## src/fcrq_ram.sv

```systemverilog
`timescale 1ns / 1ps

module fcrq_ram #(
   parameter int WIDTH = 32,
   parameter int DEPTH = 64,
   localparam int AW = (DEPTH > 1) ? $clog2(DEPTH) : 1
) (
   input  logic             clock,
   input  logic             wr_en,
   input  logic [AW-1:0]    wr_addr,
   input  logic [WIDTH-1:0] wr_data,
   input  logic             rd_en,
   input  logic [AW-1:0]    rd_addr,
   output logic [WIDTH-1:0] rd_data
);

   logic [WIDTH-1:0] mem_ff [DEPTH];
   logic [WIDTH-1:0] rd_data_ff;

   always_ff @(posedge clock) begin
      if (wr_en) begin
         mem_ff[wr_addr] <= wr_data;
      end
      if (rd_en) begin
         rd_data_ff <= mem_ff[rd_addr];
      end
   end

   assign rd_data = rd_data_ff;

endmodule

```

## config.mk

```make
export PLATFORM = sky130hd
export DESIGN_NAME = fcrq_ram
export DESIGN_NICKNAME = d
export VERILOG_FILES = /design/src/fcrq_ram.sv
export SDC_FILE = /design/constraint.sdc
export NUM_CORES = 2
export LEC_CHECK = 0
export BUFFER_PORTS_ARGS = -buffer_cell sky130_fd_sc_hd__clkbuf_2
export CELL_PAD_IN_SITES_DETAIL_PLACEMENT = 1
export CELL_PAD_IN_SITES_GLOBAL_PLACEMENT = 1
export CORE_MARGIN = 4
export CORE_UTILIZATION = 35
export CTS_BUF_LIST = sky130_fd_sc_hd__clkbuf_8
export DETAILED_ROUTE_END_ITERATION = 10
export GPL_TIMING_DRIVEN = 0
export PLACE_DENSITY_LB_ADDON = 0.05
export SETUP_SLACK_MARGIN = 0.2
export SLEW_MARGIN = 20
export SYNTH_ARGS = -nofsm -noshare
export SYNTH_HDL_FRONTEND = slang
export SYNTH_SLANG_ARGS = --single-unit
```

## constraint.sdc

```tcl
create_clock -name clock -period 5.99 [get_ports clock]
set_input_delay 1.797 -clock clock [delete_from_list [all_inputs] [get_ports clock]]
set_output_delay 1.797 -clock clock [all_outputs]
set_load 0.1 [all_outputs]
```

==> metrics.txt <==
Final ANT Viol Nets=0; Final Cycle Share=88.5%; die area=233000 µm²; Async SR Flop Fraction=0%; CP top delay family=buffers and inverters; Num Clock Sinks=2080; stages on the worst setup path=9; Port Buffers=70; syn nets=3371; RePlAce Congestion=0.835; fin crit period=5.30 ns; vias in the first global route=41800; Worst setup endpoint=rd_data[15]; crit path from=rd_addr[1]; clk_skew=0.0830 ns; FF+latch count, synth=2080; top cells by area, synth=edfxtp_1, mux4_2, mux2i_1, o22ai_1, nor2_1; number of antenna violations at the first check in global routing=17; GRT overflow=0; post-CTS setup buffer count=0; Pwr Density=323 nW/µm²; Post-CTS Resized=0; clock buffer depth=4; reg-to-reg slack, setup=3.03 ns; Final setup viols=0; Max transition margin=11.7%; DRT iter0 DRCs=4783; P_sw=0.00725 W; crit path kind=in2reg; Worst EP required=6.75 ns; Starting Density=35.3%; post-synthesis instance total=3324; Row Count=173; total of max-cap violations=0; top-count cell post-synth=edfxtp_1; worst hold margin=1.06 ns; final instance area=93700 µm²; Fmax=0.189 GHz; Die Ht=483 µm; Max Slew Vio Count=0; Final Power=0.0303 W; Global Route Usage Sum=24.4%; Area growth syn-to-layout=18.8%; crit path launch type=input port; cell breakdown of the critical path=buf_2 -> buf_2 -> buf_2 -> buf_1 -> nand3b_1 -> o221ai_1 -> a21oi_1 -> a21oi_1 -> nor2_1; post-synth top area cell=edfxtp_1; largest net degree at the start of global routing=65; share of total power in the clock network=39.9%; CP max stage cell=buf_1; H-tree depth=5; Via density=5.54; layout cells sized above 1=33.8%; CTS tree=built; metal3 WL=17900 µm; P_int=0.0230 W; hold-fix buffers at CTS=0; worst path bufs/invs=4; Via Count=39700; Final nets=3973; Static Leak=29.5 nW; Final Hold Vio Count=0; first-pass GRT wire length=376000 µm; Critical Path End Type=flop; reg2reg end=rd_data[10]; synth cell count leaders=edfxtp_1, mux4_2, nor2_1; highest routed layer=met5; Top cell by count, worst path=buf_2; Synthesis Warnings=0; Mapped Area=78800 µm²; Pre-Repair DR Iteration Count=5; Main synth FF type=edfxtp_1; Die Wd=483 µm; CTS Root Cell=clkbuf_8; clock latency on the worst-skew pair=1.07 ns; sequential share of power=53.5%; routed length on met1=115000 µm; worst r2r path cells=4; Worst Path Arrival=6.06 ns; clock transition at the registers of the reported paths=0.07 ns; Area after DPL=87100 µm²; Min-Delay Path Class=in2reg; Cell variety after synth=33; # IOs=79; FF-to-FF Start=mem_ff[3][10]; # DRC=0; routed wl met2=139000 µm; sequential area share after synthesis=79.2%; DP Wirelength=194000 µm; Crit path largest cell delay=0.85 ns; status=finished, final reports clean; core footprint=223000 µm²; critical path peak fanout=10; Routed Wire Length=283000 µm; Logic pwr share=6.6%; DR WL/cell=39.5 µm; cts bufs inserted=370; Core Util, Final=42.0%; maximum VDD drop=0.260 mV; hold depth=1; Mean Syn Cell Area=23.7 µm²; actual slew at the worst max-slew pin=1.32 ns; RSZ-0062 raised after global routing=false; number of flops mapped to enable cells by yosys=2080; switching share of total power=24.0%; Yosys top cell area share=79.2%
==> state kept, by name, indices dropped and copies added, names as in the netlist <==
name and count:
mem_ff 2048, rd_data 32
==> cells in the final DEF, fill, tap and decap left out, types with 4 or more instances in the layout <==
cell type,netlist,layout
buf_4,25,37
buf_12,0,76
o32ai_1,4,4
clkinvlp_4,0,5
clkinv_1,0,94
edfxtp_1,2080,2080
inv_1,0,89
nand2b_1,8,8
nand2_1,26,26
a41o_1,4,4
nor3_1,7,5
and3_1,4,4
clkbuf_8,0,377
a21oi_1,62,62
clkinv_2,0,50
o221ai_1,27,27
nor2b_1,15,15
clkbuf_2,0,67
clkbuf_1,74,45
a311oi_1,8,8
buf_2,57,63
buf_6,5,6
a22oi_1,12,12
mux4_2,544,544
nor2_1,137,75
buf_16,0,73
nor2_4,0,62
clkbuf_4,0,30
buf_1,21,15
diode_2,0,12
bufinv_16,0,11
nand3_1,5,5
o22ai_1,84,81
nand3b_1,5,5
mux2i_1,93,93
==> logic make-up after synthesis <==
family / Yosys count / synth area share (%)
multiplexers: 637 / 16.7
AND/OR/NAND/NOR: 223 / 1.26
flip-flops: 2080 / 79.2
AO/OA/AOI/OAI: 202 / 1.67
buffers and inverters: 182 / 1.12
==> per-layer routing <==
metal  global-route usage (%)  vias up
met3                     4.48      433
met1                     32.3    22000
met2                     40.3     1627
met4                     9.12        4
li1                         -    15600
met5                        0        -
==> worst min-delay path by stage <==
stage	start	end	slack [ns]
6_report	wr_data[3]	mem_ff[36][3]	1.06
5_1_grt	wr_data[3]	mem_ff[37][3]	0.99
4_1_cts	wr_data[3]	mem_ff[36][3]	0.92
3_5_place_dp	mem_ff[12][20]	rd_data[20]	1.03
3_3_place_gp	mem_ff[12][20]	rd_data[20]	1.04
2_1_floorplan	mem_ff[12][17]	rd_data[17]	0.75
==> worst reg2reg max path, delay by kind of cell (launching register included) <==
family           cells  cell delay, ns
flip-flops           1            0.36
multiplexers         2            1.01
AO/OA/AOI/OAI        1            1.03
AND/OR/NAND/NOR      1            0.23
==> power by group through the flow <==
stage               sequential [W]  combinational (W)  clock (W)
floorplan                   0.0166           0.000784          0
global placement            0.0165            0.00190          0
detailed placement          0.0165            0.00202          0
CTS                         0.0162            0.00203     0.0124
global route                0.0162            0.00207     0.0131
finish                      0.0162            0.00199     0.0121
==> final cells by class <==
| type | count | area [µm²] |
|---|---|---|
| tap | 2975 | 3720 |
| fill | 20500 | 129000 |
| multi-input combinational | 1062 | 16000 |
| clock buffer | 377 | 5190 |
| clock inverter | 251 | 1320 |
| antenna | 12 | 30.0 |
| sequential | 2080 | 62500 |
| timing repair buffer | 230 | 4050 |
| buffer | 182 | 930 |
==> metrics by stage <==
| stage | setup TNS (ns) | worst slack (ns) | cells |
|---|---|---|---|
| final | 0 | 0.691 | 7169 |
| after global routing | 0 | 0.782 | 7158 |
| after CTS | 0 | 0.720 | 7156 |
| after detailed placement | -2.46 | -0.504 | 6528 |
| after global placement | -2193.21 | -2.73 | 6369 |
| after floorplan | 0 | 1.03 | 3324 |
No activity file was read; power rests on OpenSTA's default activity.
