$ cat config.mk
export PLATFORM = sky130hd
export DESIGN_NAME = fcrq_requant
export DESIGN_NICKNAME = d
export VERILOG_FILES = /design/src/fcrq_pkg.sv /design/src/fcrq_requant.sv
export SDC_FILE = /design/constraint.sdc
export NUM_CORES = 2
export LEC_CHECK = 0
export BUFFER_PORTS_ARGS = -buffer_cell sky130_fd_sc_hd__buf_2
export CORE_ASPECT_RATIO = 1.1
export CORE_MARGIN = 1
export CORE_UTILIZATION = 67
export CTS_CLUSTER_SIZE = 30
export DETAILED_ROUTE_END_ITERATION = 6
export PLACE_DENSITY_LB_ADDON = 0.1
export SYNTH_ARGS = -nofsm -noshare
export SYNTH_HDL_FRONTEND = slang
export SYNTH_SLANG_ARGS = --single-unit
$ cat constraint.sdc
create_clock -name clock -period 10.1 [get_ports clock]
set_input_delay 2.02 -clock clock [delete_from_list [all_inputs] [get_ports clock]]
set_output_delay 2.02 -clock clock [all_outputs]
set_load 0.02 [all_outputs]
$ cat src/fcrq_pkg.sv
`timescale 1ns / 1ps

package fcrq_pkg;

   // Field widths of one item
   localparam int ActW    = 8;
   localparam int WordW   = 32;
   localparam int GroupW  = 6;
   localparam int ChanW   = 8;
   localparam int ProdW   = 24;   // int8 x int16
   localparam int ReqShift = 30;

   // Register file
   localparam int CsrIdxW  = 2;
   localparam int CsrDataW = 9;
   localparam int GcW      = 7;
   localparam int OcW      = 9;

   localparam logic [CsrIdxW-1:0] CSR_GROUP_COUNT  = 2'd0;
   localparam logic [CsrIdxW-1:0] CSR_OUTPUT_COUNT = 2'd1;
   localparam logic [CsrIdxW-1:0] CSR_RELU_MODE    = 2'd2;

   // Item operation codes
   localparam logic OP_LOAD   = 1'b0;
   localparam logic OP_WEIGHT = 1'b1;

   // Clamp limits
   localparam logic signed [WordW-1:0] ClampHi = 32'sd127;
   localparam logic signed [WordW-1:0] ClampLo = -32'sd128;

   typedef struct packed {
      logic                     operation;
      logic [GroupW-1:0]        group_index;
      logic signed [ActW-1:0]   act_zero;
      logic signed [ActW-1:0]   act_one;
      logic signed [ActW-1:0]   act_two;
      logic signed [ActW-1:0]   act_three;
      logic [WordW-1:0]         weight_even;
      logic [WordW-1:0]         weight_odd;
      logic signed [WordW-1:0]  bias;
      logic signed [WordW-1:0]  scale_multiplier;
   } req_type;

   typedef struct packed {
      logic signed [ActW-1:0] out_value;
      logic [ChanW-1:0]       channel_index;
   } rsp_type;

   typedef struct packed {
      logic prod_en;     // capture the four products
      logic acc_en;      // fold products into the accumulator
      logic seed_bias;   // restart from bias (group zero)
   } mac_ctl_type;

   typedef enum logic [2:0] {
      ST_IDLE,
      ST_PROD,
      ST_ACC,
      ST_SCALE,
      ST_CLAMP
   } state_type;

endpackage

$ cat src/fcrq_requant.sv
`timescale 1ns / 1ps

module fcrq_requant (
   input  logic                              clock,
   input  logic                              mul_en,
   input  logic                              relu_mode,
   input  logic signed [fcrq_pkg::WordW-1:0] acc,
   input  logic signed [fcrq_pkg::WordW-1:0] multiplier,
   output logic signed [fcrq_pkg::ActW-1:0]  value
);
   import fcrq_pkg::*;

   logic signed [2*WordW-1:0] prod_ff;
   logic signed [WordW-1:0]   shifted;

   always_ff @(posedge clock) begin
      if (mul_en) begin
         prod_ff <= acc * multiplier;
      end
   end

   // arithmetic shift by 30, low 32 bits kept
   assign shifted = prod_ff[ReqShift +: WordW];

   always_comb begin
      if (relu_mode) begin
         if (shifted < 0) begin
            value = '0;
         end else if (shifted > ClampHi) begin
            value = ActW'(ClampHi);
         end else begin
            value = shifted[ActW-1:0];
         end
      end else begin
         if (shifted > ClampHi) begin
            value = ActW'(ClampHi);
         end else if (shifted < ClampLo) begin
            value = ActW'(ClampLo);
         end else begin
            value = shifted[ActW-1:0];
         end
      end
   end

endmodule

==> qor.csv <==
metric,value,unit
status,completed,
"EDFF count, synth",32,
"Cell Area, Placed",37200,µm²
post-synthesis sequential area ratio,0.0267,
pin count of the biggest net entering global routing,34,
M1 GR Usage,0.427,
max FFs per register,32,
met2 usage,0.707,
Mapped Cells,3757,
gpl congestion,0.985,
via-per-instance ratio,5.88,
initial antenna violation count,7,
PortBufs,74,
vias in the first global route,29700,
max-slew violation count,0,
die outline width,223,µm
die footprint,54700,µm²
Async SR Flop Fraction,0,
I/O pin cnt,75,
Routed WL,103000,µm
hold slack,2.34,ns
Final Cycle Share,0.970,
global route hottest layer,met2,
drt drc,0,
CTS tree,done,
post-route ant nets,0,
Final Hold Vio Count,0,
hold buffers post-CTS,0,
Max Cap Violations,0,
Area Growth Syn to Fin,3.71,%
"Reg clk slew, reported paths",0.05,ns
Placeable Area,52700,µm²
WL/cell,23.4,µm
Syn Nets,5062,
critical path class,input port to flip-flop,
Tot GR Track Use,0.403,
total number of vias,25900,
CTS Buf Count,5,
first-pass GRT wire length,163000,µm
routing usage on met3,0.0572,
DR iter-0 viols,1738,
clock root buffer,clkbuf_16,
layout cells sized above 1,0.0497,
CP Capture Type,flip-flop,
Max-slew headroom,0.374,
Synth Warn #,0,
Crit path arrival time,9.82,ns
nets,5029,
Top Registers,prod_ff: 32 flops,
syn_area_per_cell,9.59,µm²
Fill cells,4071,
site row count,88,
worst-margin pin slew,0.931,ns
clock tree buffer depth,2,
Mapped Area,36000,µm²
setup violators final,0,
Total Neg Setup Slack,0,ns
starting density of the core,0.683,
RSZ-0062 raised after global routing,false,
post-synthesis register bit count,32,
"Req. time, crit path",10.12,ns
main flop type after synthesis,edfxtp_1,
Unique masters post-synth,54,
CP Max Fanout,18,
First-pass DRT Iterations,6,
clk sinks,32,
Die H,245,µm
most flop-heavy register,prod_ff,
DP HPWL,85700,µm
Post-CTS Setup Inserts,0,
fin area,37400,µm²
fmax,0.102,GHz
fin crit period,9.80,ns
H-tree Lvls,2,
final global-route overflow total,0,
type of origin of the critical path,input port,
cts repair resizes,0,
worst min path class,input port to flip-flop,
[per-layer routing]
metal / share of wire / vias up
met3: 0.067 / 524
met5: 0.00044 / -
li1: - / 10600
met4: 0.11 / 8
met2: 0.52 / 1275
met1: 0.31 / 13500
[critical path, cell delays in order]
cell,delay [ns]
buf_2,0.44
buf_4,0.33
nand2_1,0.11
fa_1,0.55
fa_1,0.56
inv_1,0.06
fa_1,0.49
fa_1,0.59
fa_1,0.47
fa_1,0.47
fa_1,0.53
fa_1,0.43
ha_1,0.43
inv_1,0.17
nor3_1,0.22
nand4_1,0.14
a221oi_2,0.52
o21ai_1,0.25
o31a_2,0.44
o311ai_4,0.31
a21oi_1,0.13
xnor2_1,0.13
[Yosys cell counts, types with 7 or more instances]
cell / n / area (µm²)
fa_1: 1061 / 21200
inv_1: 940 / 3530
ha_1: 177 / 2210
a31oi_1: 7 / 43.8
nor2b_1: 27 / 169
nor2_1: 16 / 60.1
a21o_1: 29 / 218
nand2b_1: 9 / 56.3
o21bai_1: 7 / 52.6
nand4_1: 17 / 106
xnor2_1: 35 / 307
and2_1: 514 / 3220
o21ai_0: 22 / 110
nand2_1: 520 / 1950
a21oi_1: 47 / 235
xor2_1: 18 / 158
edfxtp_1: 32 / 961
clkbuf_1: 197 / 739
nand3_1: 10 / 50.1
[cell usage in the layout, fill, tap and decap left out, types with 5 or more instances in the layout]
master     netlist  layout
o21bai_1         7       7
nor2_1          16      16
nand2b_1         9       9
nor2b_1         27      27
clkbuf_16        0       5
a31oi_1          7       7
diode_2          0       5
buf_4            0      88
o21ai_0         22      22
nand2_1        520     520
and2_1         514     514
edfxtp_1        32      32
inv_1          940     940
buf_2            4      74
nand3_1         10      10
fa_1          1061    1061
nand4_1         17      17
a211oi_1         5       5
and3_1           6       6
a21oi_1         47      47
xnor2_1         35      35
nor3_1           5       5
ha_1           177     177
xor2_1          18      18
a21o_1          29      29
nor4_1           5       5
[cell families after synthesis]
logic type / after synthesis / synth area share
adder cells (fa/ha/maj): 1238 / 0.651
AO/OA/AOI/OAI: 150 / 0.0290
AND/OR/NAND/NOR: 1138 / 0.160
flip-flops: 32 / 0.0267
XOR/XNOR: 53 / 0.0129
multiplexers: 1 / 0.000313
buffers and inverters: 1145 / 0.120
[through the flow]
step	setup slack, ns	cells	utilization
6_report	0.299	4405	0.708
5_1_grt	0.104	4402	0.708
4_1_cts	0.341	4400	0.708
3_5_place_dp	0.0556	4392	0.705
3_3_place_gp	0.129	4392	0.705
2_1_floorplan	0.991	3757	-
[path summary, 6_finish.rpt]
| kind | cells past startpoint | slack [ns] | end | start |
|---|---|---|---|---|
| worst max-delay path | 22 | 0.30 | prod_ff[61] | acc[13] |
| worst min-delay path | 1 | 2.34 | prod_ff[57] | mul_en |
[layout make-up]
| class | count | area (µm²) | area share |
|---|---|---|---|
| repair buffers | 165 | 1090 | 0.0292 |
| clock inverters | 3 | 37.5 | 0.00100 |
| clock buffers | 5 | 125 | 0.00335 |
| multi-input cells | 2580 | 30800 | 0.823 |
| flip-flops and latches | 32 | 961 | 0.0257 |
| diodes | 5 | 12.5 | 0.000335 |
| inverters | 940 | 3530 | 0.0945 |
| well taps | 675 | 845 | 0.0226 |
Power is not shown: default switching activity piles up to over one toggle a cycle in this logic, so the estimate is an artifact.
