<file path="config.mk">
export PLATFORM = sky130hd
export DESIGN_NAME = fcrq_mac
export DESIGN_NICKNAME = d
export VERILOG_FILES = /design/src/fcrq_pkg.sv /design/src/fcrq_mac.sv
export SDC_FILE = /design/constraint.sdc
export NUM_CORES = 2
export LEC_CHECK = 0
export BUFFER_PORTS_ARGS = -buffer_cell sky130_fd_sc_hd__buf_4
export CORE_MARGIN = 2
export CORE_UTILIZATION = 30
export DETAILED_ROUTE_END_ITERATION = 7
export SLEW_MARGIN = 40
export SYNTH_ARGS = -nofsm -noshare
export SYNTH_HDL_FRONTEND = slang
export SYNTH_SLANG_ARGS = --single-unit
</file>
<file path="constraint.sdc">
create_clock -name clock -period 6.58 [get_ports clock]
set_clock_uncertainty 0.15 [all_clocks]
set_input_delay 0.329 -clock clock [delete_from_list [all_inputs] [get_ports clock]]
set_output_delay 0.329 -clock clock [all_outputs]
set_load 0.01 [all_outputs]
</file>
<file path="src/fcrq_pkg.sv">
`timescale 1ns / 1ps

package fcrq_pkg;

   // Field widths of one item
   localparam int ActW    = 8;
   localparam int WordW   = 32;
   localparam int GroupW  = 6;
   localparam int ChanW   = 8;
   localparam int ProdW   = 24;   // int8 x int16
   localparam int ReqShift = 30;

   // Register file
   localparam int CsrIdxW  = 2;
   localparam int CsrDataW = 9;
   localparam int GcW      = 7;
   localparam int OcW      = 9;

   localparam logic [CsrIdxW-1:0] CSR_GROUP_COUNT  = 2'd0;
   localparam logic [CsrIdxW-1:0] CSR_OUTPUT_COUNT = 2'd1;
   localparam logic [CsrIdxW-1:0] CSR_RELU_MODE    = 2'd2;

   // Item operation codes
   localparam logic OP_LOAD   = 1'b0;
   localparam logic OP_WEIGHT = 1'b1;

   // Clamp limits
   localparam logic signed [WordW-1:0] ClampHi = 32'sd127;
   localparam logic signed [WordW-1:0] ClampLo = -32'sd128;

   typedef struct packed {
      logic                     operation;
      logic [GroupW-1:0]        group_index;
      logic signed [ActW-1:0]   act_zero;
      logic signed [ActW-1:0]   act_one;
      logic signed [ActW-1:0]   act_two;
      logic signed [ActW-1:0]   act_three;
      logic [WordW-1:0]         weight_even;
      logic [WordW-1:0]         weight_odd;
      logic signed [WordW-1:0]  bias;
      logic signed [WordW-1:0]  scale_multiplier;
   } req_type;

   typedef struct packed {
      logic signed [ActW-1:0] out_value;
      logic [ChanW-1:0]       channel_index;
   } rsp_type;

   typedef struct packed {
      logic prod_en;     // capture the four products
      logic acc_en;      // fold products into the accumulator
      logic seed_bias;   // restart from bias (group zero)
   } mac_ctl_type;

   typedef enum logic [2:0] {
      ST_IDLE,
      ST_PROD,
      ST_ACC,
      ST_SCALE,
      ST_CLAMP
   } state_type;

endpackage

</file>
<file path="src/fcrq_mac.sv">
`timescale 1ns / 1ps

module fcrq_mac (
   input  logic                             clock,
   input  logic                             reset,
   input  fcrq_pkg::mac_ctl_type            ctl,
   input  logic [fcrq_pkg::WordW-1:0]       acts,
   input  logic                             acts_zero,
   input  logic [fcrq_pkg::WordW-1:0]       weight_even,
   input  logic [fcrq_pkg::WordW-1:0]       weight_odd,
   input  logic signed [fcrq_pkg::WordW-1:0] bias,
   output logic signed [fcrq_pkg::WordW-1:0] acc
);
   import fcrq_pkg::*;

   logic [WordW-1:0]         act_word;
   logic signed [ActW-1:0]   a0, a1, a2, a3;
   logic signed [ProdW-1:0]  prod_in [4];
   logic signed [ProdW-1:0]  prod_ff [4];
   logic signed [WordW-1:0]  psum;
   logic signed [WordW-1:0]  acc_in, acc_ff;

   // out-of-range group reads as zero activations
   assign act_word = acts_zero ? '0 : acts;
   assign a0 = act_word[7:0];
   assign a1 = act_word[15:8];
   assign a2 = act_word[23:16];
   assign a3 = act_word[31:24];

   assign prod_in[0] = a0 * $signed(weight_even[15:0]);
   assign prod_in[1] = a2 * $signed(weight_even[31:16]);
   assign prod_in[2] = a1 * $signed(weight_odd[15:0]);
   assign prod_in[3] = a3 * $signed(weight_odd[31:16]);

   always_ff @(posedge clock) begin
      if (ctl.prod_en) begin
         prod_ff <= prod_in;
      end
   end

   assign psum = WordW'(prod_ff[0]) + WordW'(prod_ff[1])
               + WordW'(prod_ff[2]) + WordW'(prod_ff[3]);

   always_comb begin
      acc_in = acc_ff;
      if (ctl.acc_en) begin
         acc_in = (ctl.seed_bias ? bias : acc_ff) + psum;
      end
   end

   always_ff @(posedge clock) begin
      if (reset) begin
         acc_ff <= '0;
      end else begin
         acc_ff <= acc_in;
      end
   end

   assign acc = acc_ff;

endmodule

</file>
==> qor.txt <==
CRITICAL PATH
---------------------------------------------------------------------------------
Series of cell instances along the critical path                     buf_4 -> nand2b_1 -> nor2_1 -> fa_1 -> fa_1 -> fa_1 -> inv_1 -> fa_1 -> inv_1 -> ha_1 -> a21o_1 -> a211o_1 -> nor2_1 -> o21ai_0 -> a41oi_1 -> o21ai_0 -> a21oi_1 -> xnor2_1
Number of buffer and inverter stages on the critical path                       3
Number of cell instances on the worst register-to-register path                16
Worst EP required                                                         6.59 ns
Largest fanout on the critical path                                            32
Maximum single-stage delay on the critical path                           0.66 ns
Worst Setup Start Kind                                                  input pin
Slowest CP cell                                                          nand2b_1
Critical Path Sink Type                                                  register
Data arrival at the endpoint of the critical path                         5.52 ns
Origin of the critical flop-to-flop path                              prod_ff[25]
Critical path startpoint                                                acts_zero
Flop2flop setup slack                                                     1.70 ns
Kind of cell adding the most delay to the critical path               adder cells
Category of the most critical setup path                                   in2reg
End of the worst register-to-register path                                acc[25]
Crit-path most repeated cell                                                 fa_1

STA
---------------------------------------------------------------------------------
# setup viols final                                                             0
F_max                                                                  0.1816 GHz
Tightest Pin Transition                                                 0.7720 ns
Total Neg Setup Slack                                                        0 ns
Final worst path period share                                              83.70%
Final hold violation count                                                      0
Max-slew violation total from the final report                                  0
Worst rel slew slack                                                       48.43%
Min cycle time layout                                                    5.507 ns
RSZ-0062 raised after global routing                                           no

CTS
---------------------------------------------------------------------------------
Post CTS Setup Buffer Count                                                     0
Clock latency at the later pin of the worst-skew pair                     0.43 ns
Maximum count of clock buffers along a single path                              2
Number of buffers created by CTS                                               17
Number of levels in the clock H-tree                                            4
Clock tree root driver cell                                             clkbuf_16
Clock tree from TritonCTS                                                     yes
Clock slew seen by the registers of the worst setup and hold paths        0.06 ns
Clock sink count                                                              128
Resize count post-CTS                                                           0
Hold buffer count at CTS                                                        0

GRT
---------------------------------------------------------------------------------
Initial antenna violation count                                                 7
Remaining Overflow, GRT                                                         0
Total track usage                                                          14.45%
Wire length of the first global-routing pass                            102400 um
Via count of the first global-routing pass                                  18760
Pin count of the biggest net entering global routing                           74

FLOORPLANNING
---------------------------------------------------------------------------------
Die Area                                                                88620 um2
Boundary Pins                                                                 166
Die X-Extent                                                             297.7 um
Initial core utilization                                                   30.34%
Rows                                                                          107
Area of the core                                                        85280 um2
Overall die height                                                       297.7 um

MIN PATH
---------------------------------------------------------------------------------
Worst Min Path Start                                                 weight_odd[0]
Worst-case hold path end point                                        prod_ff[24]
Hold path depth                                                                 2
Classification of the worst-slack hold path                                in2reg

LOGIC SYNTHESIS
---------------------------------------------------------------------------------
Post-synth EDFFs                                                               96
Library cells used by synthesis                                                67
Post-synthesis async set-or-reset flop share                                   0%
Post-synthesis sequential element count                                       128
Synth Net Count                                                              3507
Synthesized area                                                        25880 um2
Synth warnings                                                                  0
Biggest area contributors in the synthesized netlist                 fa_1, edfxtp_1, ha_1, and2_1, inv_1
Post-synthesis cell type with the largest combined area                      fa_1
Post-synthesis average cell area                                        9.696 um2
Sequential fraction of the synthesis area                                  13.62%
Yosys top cell area share                                                  37.98%
Synth Flop Type                                                          edfxtp_1
Gate count of the mapped netlist                                             2669

ROUTING
---------------------------------------------------------------------------------
Total wirelength of the detailed-routed design                           62350 um
Total vias in the final route                                               17950
Residual DRC                                                                    0
Length of the first detailed-routing pass in iterations                         5
Detail-routed via count per cell                                            4.512
Number of nets with antenna violations after detailed routing                   0
Wire length per cell after detailed routing                              15.67 um
Initial drt markers                                                           862

FINISH
---------------------------------------------------------------------------------
Final instance area                                                     29060 um2
Total of fill cells in the finished design                                   8736
Layout Nets                                                                  3658
Storage element area                                                     3523 um2
Area of the multi-input gates                                           19980 um2
Layout area overhead                                                       12.30%
Share of layout cells above drive strength 1                               9.813%

PLACED DESIGN
---------------------------------------------------------------------------------
Buffers on Ports                                                              165
Placed instance area                                                    28500 um2
Routability cong.                                                          0.8503
Post-DP HPWL                                                             53860 um

RUN
---------------------------------------------------------------------------------
Reported max-cap violation count                                                0

RUN STATUS
---------------------------------------------------------------------------------
Run status                                                              completed

[synth_stat cells, types with 2 or more instances]
| cell | instances |
|---|---|
| o21a_1 | 9 |
| nand3_1 | 21 |
| and3_1 | 8 |
| a21o_1 | 56 |
| o21ai_0 | 49 |
| o211ai_1 | 7 |
| mux2_2 | 24 |
| o22ai_1 | 7 |
| o2bb2ai_1 | 3 |
| a41oi_1 | 4 |
| a211oi_1 | 7 |
| a211o_1 | 2 |
| o32ai_1 | 2 |
| nor2b_1 | 41 |
| fa_1 | 491 |
| or3_1 | 4 |
| nand2_1 | 137 |
| dfxtp_1 | 32 |
| or2_2 | 12 |
| buf_1 | 4 |
| edfxtp_1 | 96 |
| and2_1 | 361 |
| nor2_1 | 123 |
| nand4_1 | 7 |
| a311o_1 | 2 |
| xor2_1 | 29 |
| mux2i_1 | 25 |
| or4_1 | 2 |
| nor3b_1 | 2 |
| o31ai_1 | 5 |
| ha_1 | 213 |
| a21oi_1 | 90 |
| o2111ai_1 | 2 |
| inv_1 | 568 |
| o21ai_1 | 2 |
| xnor2_1 | 88 |
| clkbuf_1 | 54 |
| a31oi_1 | 14 |
| o21bai_1 | 11 |
| nor3_1 | 11 |
| a31o_2 | 2 |
| nand2b_1 | 15 |
| a21boi_0 | 3 |
[cells in the final DEF, fill, tap and decap left out, types with 21 or more instances in the layout]
| cell type | count |
|---|---|
| a21o_1 | 56 |
| a21oi_1 | 90 |
| and2_1 | 361 |
| buf_4 | 191 |
| dfxtp_1 | 32 |
| edfxtp_1 | 96 |
| fa_1 | 491 |
| ha_1 | 213 |
| inv_1 | 568 |
| mux2_2 | 24 |
| mux2i_1 | 25 |
| nand2_1 | 137 |
| nand3_1 | 21 |
| nor2_1 | 123 |
| nor2b_1 | 35 |
| o21ai_0 | 49 |
| xnor2_1 | 88 |
| xor2_1 | 29 |
[logic make-up after synthesis]
kind of cell             after synthesis  synth area share (%)
buffers and inverters                628                 9.250
AO/OA/AOI/OAI                        290                 7.204
flip-flops                           128                 13.62
AND/OR/NAND/NOR                      753                 15.68
adder cells (fa/ha/maj)              704                 48.28
multiplexers                          49                 2.011
XOR/XNOR                             117                 3.960
[metal layers]
layer  track usage [%]  share of wire (%)
met5                 0              0.064
met4             3.379                2.1
met3             2.049                4.1
met2             24.08                 48
met1             19.81                 46
[how the worst max path moves through the flow]
stage / to / depth (start not counted) / slack (ns)
after floorplan: prod_ff[68] / 21 / 1.07
after global placement: prod_ff[23] / 20 / 0.72
after detailed placement: prod_ff[23] / 18 / 0.68
after CTS: prod_ff[23] / 18 / 1.11
after global routing: prod_ff[94] / 19 / 0.62
final: prod_ff[23] / 18 / 1.07
[per-stage QoR]
stage / hold slack (ns) / instances / utilization [%] / setup slack (ns)
global placement: 0.3301 / 3945 / 33.41 / 0.7215
detailed placement: 0.3368 / 3945 / 33.42 / 0.6768
CTS: 0.1135 / 3977 / 34.06 / 1.109
finish: 0.1237 / 3979 / 34.08 / 1.073
global route: 0.1235 / 3979 / 34.08 / 0.6247
floorplan: 0.2915 / 2669 / - / 1.066
[flip-flops by register name, indices dropped and copies added, names as in the netlist]
name,flops
acc,32
prod_ff,96
[cell type report]
class                           count  share of cell area [%]
Inverter                          568                   7.337
Tap cell                         1144                   4.925
Clock inverter                     15                  0.4219
Clock buffer                       17                   1.464
Multi-Input combinational cell   1913                   68.74
Timing Repair Buffer              192                   4.973
Antenna cell                        2                 0.01722
Sequential cell                   128                   12.12
Power is not shown: default switching activity piles up to over one toggle a cycle in this logic, so the estimate is an artifact.
